$ cat config.mk
export PLATFORM = sky130hd
export DESIGN_NAME = text_to_unsigned32_parser
export DESIGN_NICKNAME = d
export VERILOG_FILES = /design/src/hdl/tup_pkg.sv /design/src/hdl/text_to_unsigned32_parser.sv
export SDC_FILE = /design/constraint.sdc
export NUM_CORES = 1
export LEC_CHECK = 0
export BUFFER_PORTS_ARGS = -buffer_cell sky130_fd_sc_hd__buf_2
export CELL_PAD_IN_SITES_DETAIL_PLACEMENT = 1
export CELL_PAD_IN_SITES_GLOBAL_PLACEMENT = 1
export CORE_MARGIN = 10
export CORE_UTILIZATION = 49
export DETAILED_ROUTE_END_ITERATION = 8
export PLACE_DENSITY_LB_ADDON = 0.1
export RECOVER_POWER = 50
export SYNTH_ARGS = -nofsm -noshare
export SYNTH_HDL_FRONTEND = slang
export SYNTH_SLANG_ARGS = --single-unit
$ cat constraint.sdc
create_clock -name clk -period 9 [get_ports clk]
set_clock_uncertainty 0.2 [all_clocks]
set_input_delay 0.45 -clock clk [delete_from_list [all_inputs] [get_ports clk]]
set_output_delay 0.45 -clock clk [all_outputs]
set_load 0.02 [all_outputs]
$ cat src/hdl/tup_pkg.sv
package tup_pkg;

  typedef struct packed {
    logic [7:0] ch;
    logic       first;
  } char_t;

  typedef struct packed {
    logic [31:0] value;
    logic        overflowed;
    logic        digits_seen;
  } result_t;

  typedef enum logic [2:0] {
    PH_DONE   = 3'd0,
    PH_SPACE  = 3'd1,
    PH_SIGNED = 3'd2,
    PH_ZERO   = 3'd3,
    PH_HEX    = 3'd4,
    PH_DIGITS = 3'd5
  } phase_t;

  typedef enum logic [1:0] {
    DS_NONE   = 2'd0,
    DS_DIGITS = 2'd1,
    DS_OVER   = 2'd2
  } digit_status_t;

  localparam logic [4:0] RADIX_NONE = 5'd0;
  localparam logic [4:0] RADIX_OCT  = 5'd8;
  localparam logic [4:0] RADIX_DEC  = 5'd10;
  localparam logic [4:0] RADIX_HEX  = 5'd16;

  localparam logic [7:0] CH_MINUS = 8'h2D;
  localparam logic [7:0] CH_PLUS  = 8'h2B;
  localparam logic [7:0] CH_ZERO  = 8'h30;
  localparam logic [7:0] CH_NINE  = 8'h39;
  localparam logic [7:0] CH_X_LO  = 8'h78;
  localparam logic [7:0] CH_X_UP  = 8'h58;
  localparam logic [7:0] CH_A_UP  = 8'h41;
  localparam logic [7:0] CH_Z_UP  = 8'h5A;
  localparam logic [7:0] CH_A_LO  = 8'h61;
  localparam logic [7:0] CH_Z_LO  = 8'h7A;
  localparam logic [7:0] CH_TAB   = 8'h09;
  localparam logic [7:0] CH_CR    = 8'h0D;
  localparam logic [7:0] CH_SP    = 8'h20;
  localparam logic [7:0] UP_BASE  = 8'h37;
  localparam logic [7:0] LO_BASE  = 8'h57;

endpackage

$ cat src/hdl/text_to_unsigned32_parser.sv
// A result word is registered: res_valid rises in the cycle after the character that ends the number is taken.
// Throughput: one character per cycle; char_ready stays high while the result
// register is empty or being taken in the same cycle.
// Reset (rst, synchronous): the parser returns to the done phase, ignoring
// characters until one arrives with first set, and the result register empties.
module text_to_unsigned32_parser
  import tup_pkg::*;
(
  input  logic    clk,
  input  logic    rst,
  input  logic    char_valid,
  output logic    char_ready,
  input  char_t   char_word,
  output logic    res_valid,
  input  logic    res_ready,
  output result_t res_word
);

  phase_t        phase, phase_next;
  logic          negative, negative_next;
  logic [4:0]    radix, radix_next;
  logic [31:0]   accumulator, accumulator_next;
  digit_status_t digit_status, digit_status_next;

  phase_t        ph_cur;
  logic          neg_cur;
  logic [4:0]    radix_cur;
  logic [31:0]   acc_cur;
  digit_status_t ds_cur;

  logic [7:0]  c;
  logic        is_space, is_sign, is_zero, is_x;
  logic        is_num, is_up, is_lo;
  logic [7:0]  dig_wide;
  logic [5:0]  dig;
  logic        alnum;
  logic [4:0]  take_radix;
  logic        take;
  logic        dig_ok;
  logic [37:0] prod;
  logic        emit;
  result_t     result;
  logic        char_fire;

  assign char_ready = !res_valid || res_ready;
  assign char_fire  = char_valid && char_ready;
  assign c          = char_word.ch;

  always_comb begin
    ph_cur    = char_word.first ? PH_SPACE : phase;
    neg_cur   = char_word.first ? 1'b0 : negative;
    radix_cur = char_word.first ? RADIX_NONE : radix;
    acc_cur   = char_word.first ? 32'd0 : accumulator;
    ds_cur    = char_word.first ? DS_NONE : digit_status;
  end

  always_comb begin
    is_space = (c == CH_SP) || (c >= CH_TAB && c <= CH_CR);
    is_sign  = (c == CH_MINUS) || (c == CH_PLUS);
    is_zero  = (c == CH_ZERO);
    is_x     = (c == CH_X_LO) || (c == CH_X_UP);
    is_num   = (c >= CH_ZERO) && (c <= CH_NINE);
    is_up    = (c >= CH_A_UP) && (c <= CH_Z_UP);
    is_lo    = (c >= CH_A_LO) && (c <= CH_Z_LO);
    alnum    = is_num || is_up || is_lo;
    if (is_num) begin
      dig_wide = c - CH_ZERO;
    end else if (is_up) begin
      dig_wide = c - UP_BASE;
    end else begin
      dig_wide = c - LO_BASE;
    end
    dig = dig_wide[5:0];
  end

  // select the radix for this character and whether it goes to the digit path
  always_comb begin
    take       = 1'b0;
    take_radix = radix_cur;
    case (ph_cur)
      PH_SPACE: begin
        if (!is_space && !is_sign && !is_zero) begin
          take       = 1'b1;
          take_radix = RADIX_DEC;
        end
      end
      PH_SIGNED: begin
        if (!is_zero) begin
          take       = 1'b1;
          take_radix = RADIX_DEC;
        end
      end
      PH_ZERO: begin
        if (!is_x) begin
          take       = 1'b1;
          take_radix = RADIX_OCT;
        end
      end
      PH_HEX, PH_DIGITS: begin
        take = 1'b1;
      end
      default: begin
        take = 1'b0;
      end
    endcase
  end

  assign dig_ok = alnum && ({1'b0, take_radix} > dig);
  assign prod   = {6'd0, acc_cur} * {33'd0, take_radix} + {32'd0, dig};

  always_comb begin
    phase_next        = ph_cur;
    negative_next     = neg_cur;
    radix_next        = radix_cur;
    accumulator_next  = acc_cur;
    digit_status_next = ds_cur;
    case (ph_cur)
      PH_SPACE, PH_SIGNED: begin
        if (ph_cur == PH_SPACE && is_space) begin
          phase_next = PH_SPACE;
        end else if (ph_cur == PH_SPACE && is_sign) begin
          negative_next = (c == CH_MINUS);
          phase_next    = PH_SIGNED;
        end else if (is_zero) begin
          digit_status_next = DS_DIGITS;
          accumulator_next  = 32'd0;
          phase_next        = PH_ZERO;
        end
      end
      PH_ZERO: begin
        if (is_x) begin
          radix_next = RADIX_HEX;
          phase_next = PH_HEX;
        end
      end
      PH_HEX, PH_DIGITS: begin
        phase_next = ph_cur;
      end
      default: begin
        phase_next = PH_DONE;
      end
    endcase
    if (take) begin
      radix_next = take_radix;
      if (dig_ok) begin
        phase_next = PH_DIGITS;
        if (ds_cur != DS_OVER) begin
          if (prod[37:32] != 6'd0) begin
            digit_status_next = DS_OVER;
            accumulator_next  = '1;
          end else begin
            digit_status_next = DS_DIGITS;
            accumulator_next  = prod[31:0];
          end
        end
      end else begin
        phase_next = PH_DONE;
      end
    end
  end

  always_comb begin
    emit               = take && !dig_ok;
    result.overflowed  = (ds_cur == DS_OVER);
    result.digits_seen = (ds_cur != DS_NONE);
    if (ds_cur == DS_OVER) begin
      result.value = '1;
    end else if (neg_cur) begin
      result.value = 32'd0 - acc_cur;
    end else begin
      result.value = acc_cur;
    end
  end

  always_ff @(posedge clk) begin
    if (rst) begin
      phase        <= PH_DONE;
      negative     <= 1'b0;
      radix        <= RADIX_NONE;
      accumulator  <= 32'd0;
      digit_status <= DS_NONE;
    end else if (char_fire) begin
      phase        <= phase_next;
      negative     <= negative_next;
      radix        <= radix_next;
      accumulator  <= accumulator_next;
      digit_status <= digit_status_next;
    end
  end

  always_ff @(posedge clk) begin
    if (rst) begin
      res_valid <= 1'b0;
    end else if (char_fire && emit) begin
      res_valid <= 1'b1;
    end else if (res_ready) begin
      res_valid <= 1'b0;
    end
  end

  always_ff @(posedge clk) begin
    if (char_fire && emit) begin
      res_word <= result;
    end
  end

  a_over_saturates: assert property (@(posedge clk) disable iff (rst)
    res_valid |-> (!res_word.overflowed ||
                   (res_word.digits_seen && res_word.value == 32'hFFFF_FFFF)))
    else $error("overflowed result not saturated");

  a_emit_done: assert property (@(posedge clk) disable iff (rst)
    (char_fire && emit) |=> (phase == PH_DONE))
    else $error("parser not done after result");

  a_acc_saturated: assert property (@(posedge clk) disable iff (rst)
    (digit_status == DS_OVER) |-> (accumulator == 32'hFFFF_FFFF))
    else $error("accumulator not saturated in overflow");

  a_digits_radix: assert property (@(posedge clk) disable iff (rst)
    (phase == PH_DIGITS) |-> ((radix == RADIX_OCT || radix == RADIX_DEC ||
                               radix == RADIX_HEX) && digit_status != DS_NONE))
    else $error("digit phase without radix or digits");

endmodule
=== Word-level counts from Yosys, hierarchy flattened ===
Cells that the tools add are included.

* Register bits after elaboration: 78
* Latch bits: 0
* Memory bits (writable): 0
* ROM bits: 0
* Input bits: 13
* Output and inout bits: 36
* Word-level logic and storage cells: 112
* Memories kept: 0

* $add $sub $neg: 5
* Multiply operators: 1
* Divide/modulo/power cells: 0
* Order comparisons: 9
* Equality and inequality tests: 13
* Shifts and indexed selects: 0
* Muxes and demuxes: 47
* Bitwise logic cells: 0
* Reductions and logical operators: 28

{| class="wikitable"
|+ Operator list
! operator !! number
|-
| 32-bit two-way mux || 10
|-
| 37-bit by 6-bit adder with 38-bit output || 1
|-
| 32-bit by 5-bit multiplier with 37-bit output || 1
|-
| 5-bit two-way mux || 7
|-
| 8-bit by 6-bit == test with 1-bit output, second input constant || 4
|-
| 1-bit by 32-bit subtractor with 32-bit output, first input constant || 1
|-
| 3-bit two-way mux || 7
|-
| 2-bit two-way mux || 9
|-
| 8-bit by 7-bit == test with 1-bit output, second input constant || 2
|-
| 8-bit by 7-bit greater-or-equal comparator with 1-bit output, second input constant || 2
|-
| 8-bit by 7-bit <= comparator with 1-bit output, second input constant || 2
|-
| 5-bit one-hot mux with 3 select lines || 1
|-
| 1-bit logical AND || 12
|-
| 6-bit two-way mux || 2
|-
| 6-bit subtractor, second input constant || 2
|-
| 1-bit two-way mux || 9
|-
| 3-bit one-hot mux with 3 select lines || 1
|-
| 8-bit by 4-bit greater-or-equal comparator with 1-bit output, second input constant || 1
|-
| 8-bit by 6-bit greater-or-equal comparator with 1-bit output, second input constant || 1
|-
| 8-bit by 4-bit <= comparator with 1-bit output, second input constant || 1
|-
| 8-bit by 6-bit <= comparator with 1-bit output, second input constant || 1
|-
| 3-bit by 2-bit == test with 1-bit output, second input constant || 2
|-
| 3-bit == test, second input constant || 2
|-
| 5-bit by 6-bit > comparator with 1-bit output || 1
|-
| 10 further kinds || 21
|}

=== Depth between registers and ports, before layout ===
Gate-level depths: netlist (run 1).

* Depth after elaboration: 15
* Depth in mapped cells: 29
* Gate-level depth less buffers: 25

=== Worst setup path after synthesis (run 1) ===
No wires, ideal clock.

* Path type: input port to flip-flop
* From: input port char_word[7] in the netlist's numbering
* To: register digit_status[1]
* Arrival time: 6.361 ns
* Data required time: 8.730 ns
* Slack: 2.368 ns
* Stages: 26
* Buffers on the path: 5
* Path through: clkbuf_1 or3b_2 or2_1 a21oi_1 nor3b_1 a21oi_1 clkbuf_1 clkbuf_1 and3_1 fa_1 fa_1 inv_1 fa_1 inv_1 ha_1 clkbuf_1 nand4_1 nor3_1 a211o_1 a211oi_1 a21oi_1 o21a_1 o22ai_1 clkbuf_1 o32ai_1 a21oi_1

* Longest elaborated chain between the ends: 15
* Elaborated cells on any way between the ends: 53
* Those cells by class: 1 x add/sub; 1 x mul; 9 x order compare; 6 x eq/ne; 18 x mux; 18 x reduce/logical

{| class="wikitable"
|+ RTL lines
! item !! line !! text
|-
| from (decl) || text_to_unsigned32_parser.sv:13 || <nowiki>input char_t char_word,</nowiki>
|-
| 8-bit by 4-bit greater-or-equal comparator with 1-bit output or 8-bit by 4-bit <= comparator with 1-bit output (tied branches) || text_to_unsigned32_parser.sv:58 || <nowiki>is_space = (c == CH_SP) || (c >= CH_TAB && c <= CH_CR);</nowiki>
|-
| 1-bit logical AND || text_to_unsigned32_parser.sv:58 ||
|-
| 1-bit logical OR || text_to_unsigned32_parser.sv:58 ||
|-
| 1-bit logical NOT || text_to_unsigned32_parser.sv:82 || <nowiki>if (!is_space && !is_sign && !is_zero) begin</nowiki>
|-
| 1-bit logical AND (2 in a row) || text_to_unsigned32_parser.sv:82 ||
|-
| 5-bit two-way mux || text_to_unsigned32_parser.sv:82 ||
|-
| 5-bit one-hot mux with 3 select lines || text_to_unsigned32_parser.sv:80 || <nowiki>case (ph_cur)</nowiki>
|-
| 32-bit by 5-bit multiplier with 37-bit output || text_to_unsigned32_parser.sv:109 || <nowiki>assign prod = {6'd0, acc_cur} * {33'd0, take_radix} + {32'd0, dig};</nowiki>
|-
| 37-bit by 6-bit adder with 38-bit output || text_to_unsigned32_parser.sv:109 ||
|-
| 6-bit nonzero test || text_to_unsigned32_parser.sv:148 || <nowiki>if (prod[37:32] != 6'd0) begin</nowiki>
|-
| 2-bit two-way mux || text_to_unsigned32_parser.sv:148 ||
|-
| 2-bit two-way mux || text_to_unsigned32_parser.sv:147 || <nowiki>if (ds_cur != DS_OVER) begin</nowiki>
|-
| 2-bit two-way mux || text_to_unsigned32_parser.sv:145 || <nowiki>if (dig_ok) begin</nowiki>
|-
| 2-bit two-way mux (*) || text_to_unsigned32_parser.sv:143 || <nowiki>if (take) begin</nowiki>
|-
| to (signal assigned) || text_to_unsigned32_parser.sv:187 || <nowiki>digit_status <= digit_status_next;</nowiki>
|-
| to (decl) || text_to_unsigned32_parser.sv:23 || <nowiki>digit_status_t digit_status, digit_status_next;</nowiki>
|}

Mark *: on every way between the ends. The rest lies on a longest branch, timed or not.
A chain may end at the register's enable or synchronous reset.

=== Final worst setup path (run 1) ===
* From: input port char_word[0] in the netlist's numbering
* To: register digit_status[0]

* Longest elaborated chain between the ends: 10
* Elaborated cells on any way between the ends: 32
* Those cells by class: 1 x add/sub; 1 x mul; 1 x order compare; 6 x eq/ne; 17 x mux; 6 x reduce/logical

{| class="wikitable"
|+ RTL lines
! item !! line
|-
| 3-bit two-way mux or 5-bit two-way mux (tied branches) || text_to_unsigned32_parser.sv:50, text_to_unsigned32_parser.sv:52
|-
| 3-bit by 2-bit == test with 1-bit output, or another cell as far along || text_to_unsigned32_parser.sv:80
|-
| 5-bit one-hot mux with 3 select lines || text_to_unsigned32_parser.sv:80
|-
| 32-bit by 5-bit multiplier with 37-bit output || text_to_unsigned32_parser.sv:109
|-
| 37-bit by 6-bit adder with 38-bit output || text_to_unsigned32_parser.sv:109
|-
| 6-bit nonzero test || text_to_unsigned32_parser.sv:148
|-
| 2-bit two-way mux || text_to_unsigned32_parser.sv:148
|-
| 2-bit two-way mux || text_to_unsigned32_parser.sv:147
|-
| 2-bit two-way mux || text_to_unsigned32_parser.sv:145
|-
| 2-bit two-way mux (*) || text_to_unsigned32_parser.sv:143
|}

Marked as above.

==> reports/metrics.cfg, run 1 <==
[status]
status=finished, violations left
violations=capacitance limit, slew limit

[placed_design]
gp_congestion=0.912
placed_cells=1584
port_buffers=48
pre_cts_ws_ns=0.638
place_hpwl_um=26800

[global_route]
antenna_found_initial=0
track_usage=0.244
grt_max_degree=51
grt_overflow=0
grt_pass1_wl_um=56600
grt_pass1_vias=10200

[yosys]
ys_seq_area_frac=0.177
synth_warnings=0
synth_compound_area_frac=0.188
synth_area_per_cell_um2=8.06
netlist_instances=1337
synth_edf_count=34
synth_adder_area_share=0.282
synth_area_um2=10800
yosys.area.top_type_share=0.178
synthTopCellsByArea=fa_1 (18%), ha_1 (10%), edfxtp_1 (9.5%)
synth_top_family_by_area=adder cells
synth-simple-area-share=0.205
ys.flop_type=dfxtp_1
synth_cell_types=72
synth_mux_area_frac=0.00581
async_reset_ff_frac=0
synth-xor-area-share=0.0488
yosys.area.top_type=fa_1
yosys_register_bits=78
syn_nets=1535

[sta]
setup_ws_ns=0.519
min_period_over_period=0.942
tns_ns=0
setup_viol=0
finalCriticalPeriod_ns=8.48
fmax_ghz=0.118
slew_violations=39
rsz0062_at_grt=false
slew_headroom=-0.426
hold_viol=0
worst_pin_slew_ns=2.14

[detailed_routing]
dr.pass1.iters=5
avgRoutedWirePerCell_um=21.8
vias=9972
drc=0
drt_iter0_markers=810
wl_um=34800
vias_per_cell=6.23
ant_nets=0

[final_layout]
fin_nets=1513
multi_input_area_um2=7870
area_delta_synth_final_pct=5.47
final_util=0.522
fin_cells=1600
drive_above_1_share=0.0447
final_cell_mix=inv_1 (166), and3_1 (117), a21oi_1 (104)
mostFrequentLayoutCell=inv_1
n_antenna_cell=0
nFillCells=2653
seqCellArea_um2=1900

[critical_path]
path_class=in2reg
crit_start=char_word[0]
worstPathRequired_ns=9.04
reg2reg_from=phase[1]
arrival_ns=8.52
path_max_fanout=50
critPathLaunchType=input port
crit_path_end_kind=register

[clock_network]
postCtsSetupRepairBufs=0
root_buffer=clkbuf_16
cts_tree=done
clockBufferDepth=2
cts_resized=0
clk_pin_slew_ns=0.07
cts_buffers=9
postCtsHoldBufs=0
clk_latency_ns=0.34
cts_num_sinks=78
htree_levels=3

[power]
switching_share=0.352
comb_power_share=0.236
p_total_mw=1.02
powerDensity_nw_per_um2=89.4
leakagePower_nw=5.50
power_frac_seq=0.411
clockPowerShare=0.353
internal_power_mw=0.658
peakVddDrop_v=0.0000957
p_switching_mw=0.357

[floorplan]
die_y_um=168
die_w_um=168
core_area_um2=21800
initial_core_util=0.495
core.rowCount=54
die_area_um2=28300
ios=49

[worst_hold_path]
hold_class=in2reg
holdCritStartpoint=res_ready

[run]
maxCapViolCount=1

## per-layer routing
metal	track usage	routed length (um)	share of wire	vias to the layer above
met1	0.362	17000	0.49	5060
li1	-	-	-	4556
met3	0.0284	1980	0.057	46
met4	0.0606	560	0.016	0
met5	0	0	0	-
met2	0.369	15300	0.44	310
## critical path, cell delays in order
cell       delay (ns)
clkbuf_1         0.24
buf_4            0.36
inv_1            0.24
clkbuf_1         1.55
nand2_1          0.61
nor2_1           0.32
fa_1             0.48
inv_1            0.10
fa_1             0.42
fa_1             0.54
inv_1            0.04
ha_1             0.36
a21oi_1          0.21
o21bai_1         0.11
a21o_1           0.22
a2111oi_0        0.42
o311ai_0         0.25
and3_1           0.24
o221ai_2         0.66
nor3_4           0.08
buf_4            0.26
o31a_1           0.30
## logic make-up (layout without fill, tap and decap cells)
group | count (synthesis) | after routing
and+or+nand+nor | 414 | 414
DFF | 78 | 78
buffers and inverters | 265 | 248
adders and majority gates | 185 | 185
AOI/OAI and AO/OA | 329 | 329
muxes | 6 | 6
xor gates and xnor gates | 60 | 60
## flip-flops by register name, indices dropped and copies added, names as in the netlist
signal,flops
res_word,34
accumulator,32
radix,5
phase,3
digit_status,2
negative,1
res_valid,1
## path summary, 6_finish.rpt
path | endpoint | slack, ns | depth (start not counted)
hold / removal | res_valid | 0.27 | 3
setup reg to reg | digit_status[0] | 0.63 | 23
setup / recovery | digit_status[0] | 0.52 | 22
hold reg to reg | digit_status[1] | 0.30 | 2
## cell usage after synthesis (4+ instances only)
cell type,count
nand4_1,12
dfxtp_1,44
o21bai_1,9
nor4_1,18
a211oi_1,27
edfxtp_1,34
a31oi_1,9
fa_1,96
mux2i_1,4
a21o_1,16
nor3_1,16
nand2_1,85
clkbuf_1,87
ha_1,89
and3_1,117
o211ai_1,9
or3b_2,4
xor2_1,35
o21a_1,13
o21ai_0,76
o31ai_1,12
nor2b_1,9
a22oi_1,5
o21ai_1,11
nor2_1,86
and2_1,29
xnor2_1,25
buf_2,7
inv_1,166
nand2b_1,6
a21oi_1,105
nor3b_1,4
o41ai_1,4
nand3_1,12
## power groups by stage
stage	registers (mW)	logic, mW	clock network (mW)
final	0.418	0.240	0.358
after global routing	0.420	0.264	0.379
after CTS	0.417	0.242	0.359
after detailed placement	0.425	0.240	0
after global placement	0.423	0.233	0
after floorplan	0.429	0.152	0
## cell type report
| cell class | instances | area share |
|---|---|---|
| clock buffer | 9 | 0.0198 |
| multi-input combinational | 994 | 0.693 |
| timing repair buffer | 66 | 0.0282 |
| inverter | 166 | 0.0549 |
| tap | 280 | 0.0308 |
| clock inverter | 7 | 0.00573 |
| sequential | 78 | 0.167 |
## per-stage QoR
| step | area, um^2 | hold slack (ns) |
|---|---|---|
| after floorplan | 10800 | 0.254 |
| after detailed placement | 11100 | 0.284 |
| after global routing | 11400 | 0.277 |
| after global placement | 11100 | 0.269 |
| after CTS | 11400 | 0.277 |
| final | 11400 | 0.274 |
(Power assumes the default switching activity.)
==> run 2, diff against run 1 <==
--- a/config.mk
+++ b/config.mk
@@ -12,7 +12,7 @@
 export CORE_UTILIZATION = 49
 export DETAILED_ROUTE_END_ITERATION = 8
 export PLACE_DENSITY_LB_ADDON = 0.1
-export RECOVER_POWER = 50
+export RECOVER_POWER = 25
 export SYNTH_ARGS = -nofsm -noshare
 export SYNTH_HDL_FRONTEND = slang
 export SYNTH_SLANG_ARGS = --single-unit
==> run 2 against run 1 <==
Effect of this change:
- the flow now finishes without violations
- via count shrank 0.60%
- fmax grew 2.4%
- critical path depth grew 1
- critical endpoint unchanged
- global-route usage is the same
- sequential cell count is the same
- worst setup slack gained 0.20 ns
- worst hold slack lost 0.0027 ns
- count of clock-buffer cells in the layout is the same
- wire length shrank 0.29%
==> reports/metrics.cfg, run 2 (same netlist as run 1, synthesis figures left out) <==
[detailed_routing]
wl_um=34700
avgRoutedWirePerCell_um=21.7
ant_nets=0
vias_per_cell=6.20
vias=9912
drt_iter0_markers=761
dr.pass1.iters=5
drc=0

[sta]
slew_violations=0
hold_viol=0
finalCriticalPeriod_ns=8.28
min_period_over_period=0.920
rsz0062_at_grt=false
tns_ns=0
setup_viol=0
worst_pin_slew_ns=1.46
slew_headroom=0.0222
fmax_ghz=0.121
hold_ws_ns=0.271
setup_ws_ns=0.719

[power]
peakVddDrop_v=0.0000959
powerDensity_nw_per_um2=89.3
leakagePower_nw=5.52

[critical_path]
worstPathCellList=nor4b_2, nor3_1, o32a_1, nor2_1, a211oi_2, buf_4, inv_1, nand3_1, fa_1, fa_1, inv_1, fa_1, ha_1, nor2b_1, o2111ai_1, nand2_1, a41oi_1, o311ai_0, and3_1, o221ai_2, nor3_4, buf_4, o31a_1
crit_start=phase[1]
reg2reg_from=phase[1]
path_max_fanout=24
arrival_ns=8.32
worstSetupEndpoint=digit_status[0]
critPathSlowestCell=inv_1
r2r_cells=23
path_class=reg2reg
worstPathRequired_ns=9.04
regToRegEndpoint=digit_status[0]
ff2ff_setup_slack_ns=0.72
crit_buf_inv=4
slowest_delay_ns=0.73
critPathLaunchType=register
crit_path_end_kind=register
critPathMostFrequentCell=fa_1
cp.depth=23
crit_family=compound AO/OA/AOI/OAI gates

[global_route]
grt_overflow=0
grt_pass1_vias=10200
antenna_found_initial=0
grt_use_met2=0.369
top_usage_layer=met2
grt_max_degree=51
grt_pass1_wl_um=56600
track_usage=0.244
met1_usage=0.362
grt.met3_usage=0.0284

[clock_network]
cts_tree=done
clk_pin_slew_ns=0.07
clk_latency_ns=0.34
postCtsSetupRepairBufs=0
htree_levels=3
cts_num_sinks=78
root_buffer=clkbuf_16
postCtsHoldBufs=0
cts_buffers=9
clockBufferDepth=2
cts_resized=0

[placed_design]
place_area_um2=11100
pre_cts_ws_ns=0.638
gp_congestion=0.912
place_hpwl_um=26800
placed_cells=1584
port_buffers=48

[final_layout]
nFillCells=2651
reg_top3=res_word: 34 flops, accumulator: 32 flops, radix: 5 flops
seqCellArea_um2=1900
fin_nets=1513
drive_above_1_share=0.0477
final_cell_mix=inv_1 (166), and3_1 (117), a21oi_1 (104)
fin_cells=1600
mostFrequentLayoutCell=inv_1
area_delta_synth_final_pct=5.57
fin_area_um2=11400
multi_input_area_um2=7870
n_antenna_cell=0
regMostFlops=res_word
largest_register_ffs=34

[worst_hold_path]
hold_path_depth=3
holdCritStartpoint=res_ready
hold_class=in2reg

[floorplan]
die_w_um=168
die_area_um2=28300
initial_core_util=0.495
ios=49
die_y_um=168
core.rowCount=54
core_area_um2=21800

[status]
status=finished, final reports clean

[run]
maxCapViolCount=0

-- run 2: stage by stage --
step           utilization  power (mW)
2_1_floorplan            -       0.581
3_3_place_gp         0.511       0.656
3_5_place_dp         0.511       0.665
4_1_cts              0.525        1.02
5_1_grt              0.523        1.06
6_report             0.523        1.02
-- run 2: cell type report --
class,instances,area share
multi-input cells,994,0.693
flip-flops and latches,78,0.167
inverters,166,0.0548
well taps,280,0.0308
repair buffers,66,0.0291
clock buffers,9,0.0198
clock inverters,7,0.00572
-- run 2: worst min-delay path by stage --
| stage | end | slack [ns] |
|---|---|---|
| floorplan | digit_status[1] | 0.25 |
| global placement | digit_status[1] | 0.27 |
| detailed placement | digit_status[1] | 0.28 |
| CTS | res_valid | 0.28 |
| global route | res_valid | 0.28 |
| finish | res_valid | 0.27 |
-- run 2: tightest hold or removal path, stage by stage --
cell	delay, ns
buf_2	0.07
nand2b_1	0.16
a21oi_1	0.08
-- run 2: power by group --
group	total [mW]	internal (mW)	switching, mW	leakage (nW)
sequential	0.418	0.395	0.0228	0.688
clock	0.358	0.194	0.164	0.140
combinational	0.240	0.0704	0.169	4.69
total	1.02	0.659	0.356	5.52
-- run 2: routing by layer --
layer  wire length (um)  vias up
li1                   -     4556
met3               2040       45
met1              16900     4988
met5                  0        -
met4                592        0
met2              15200      323
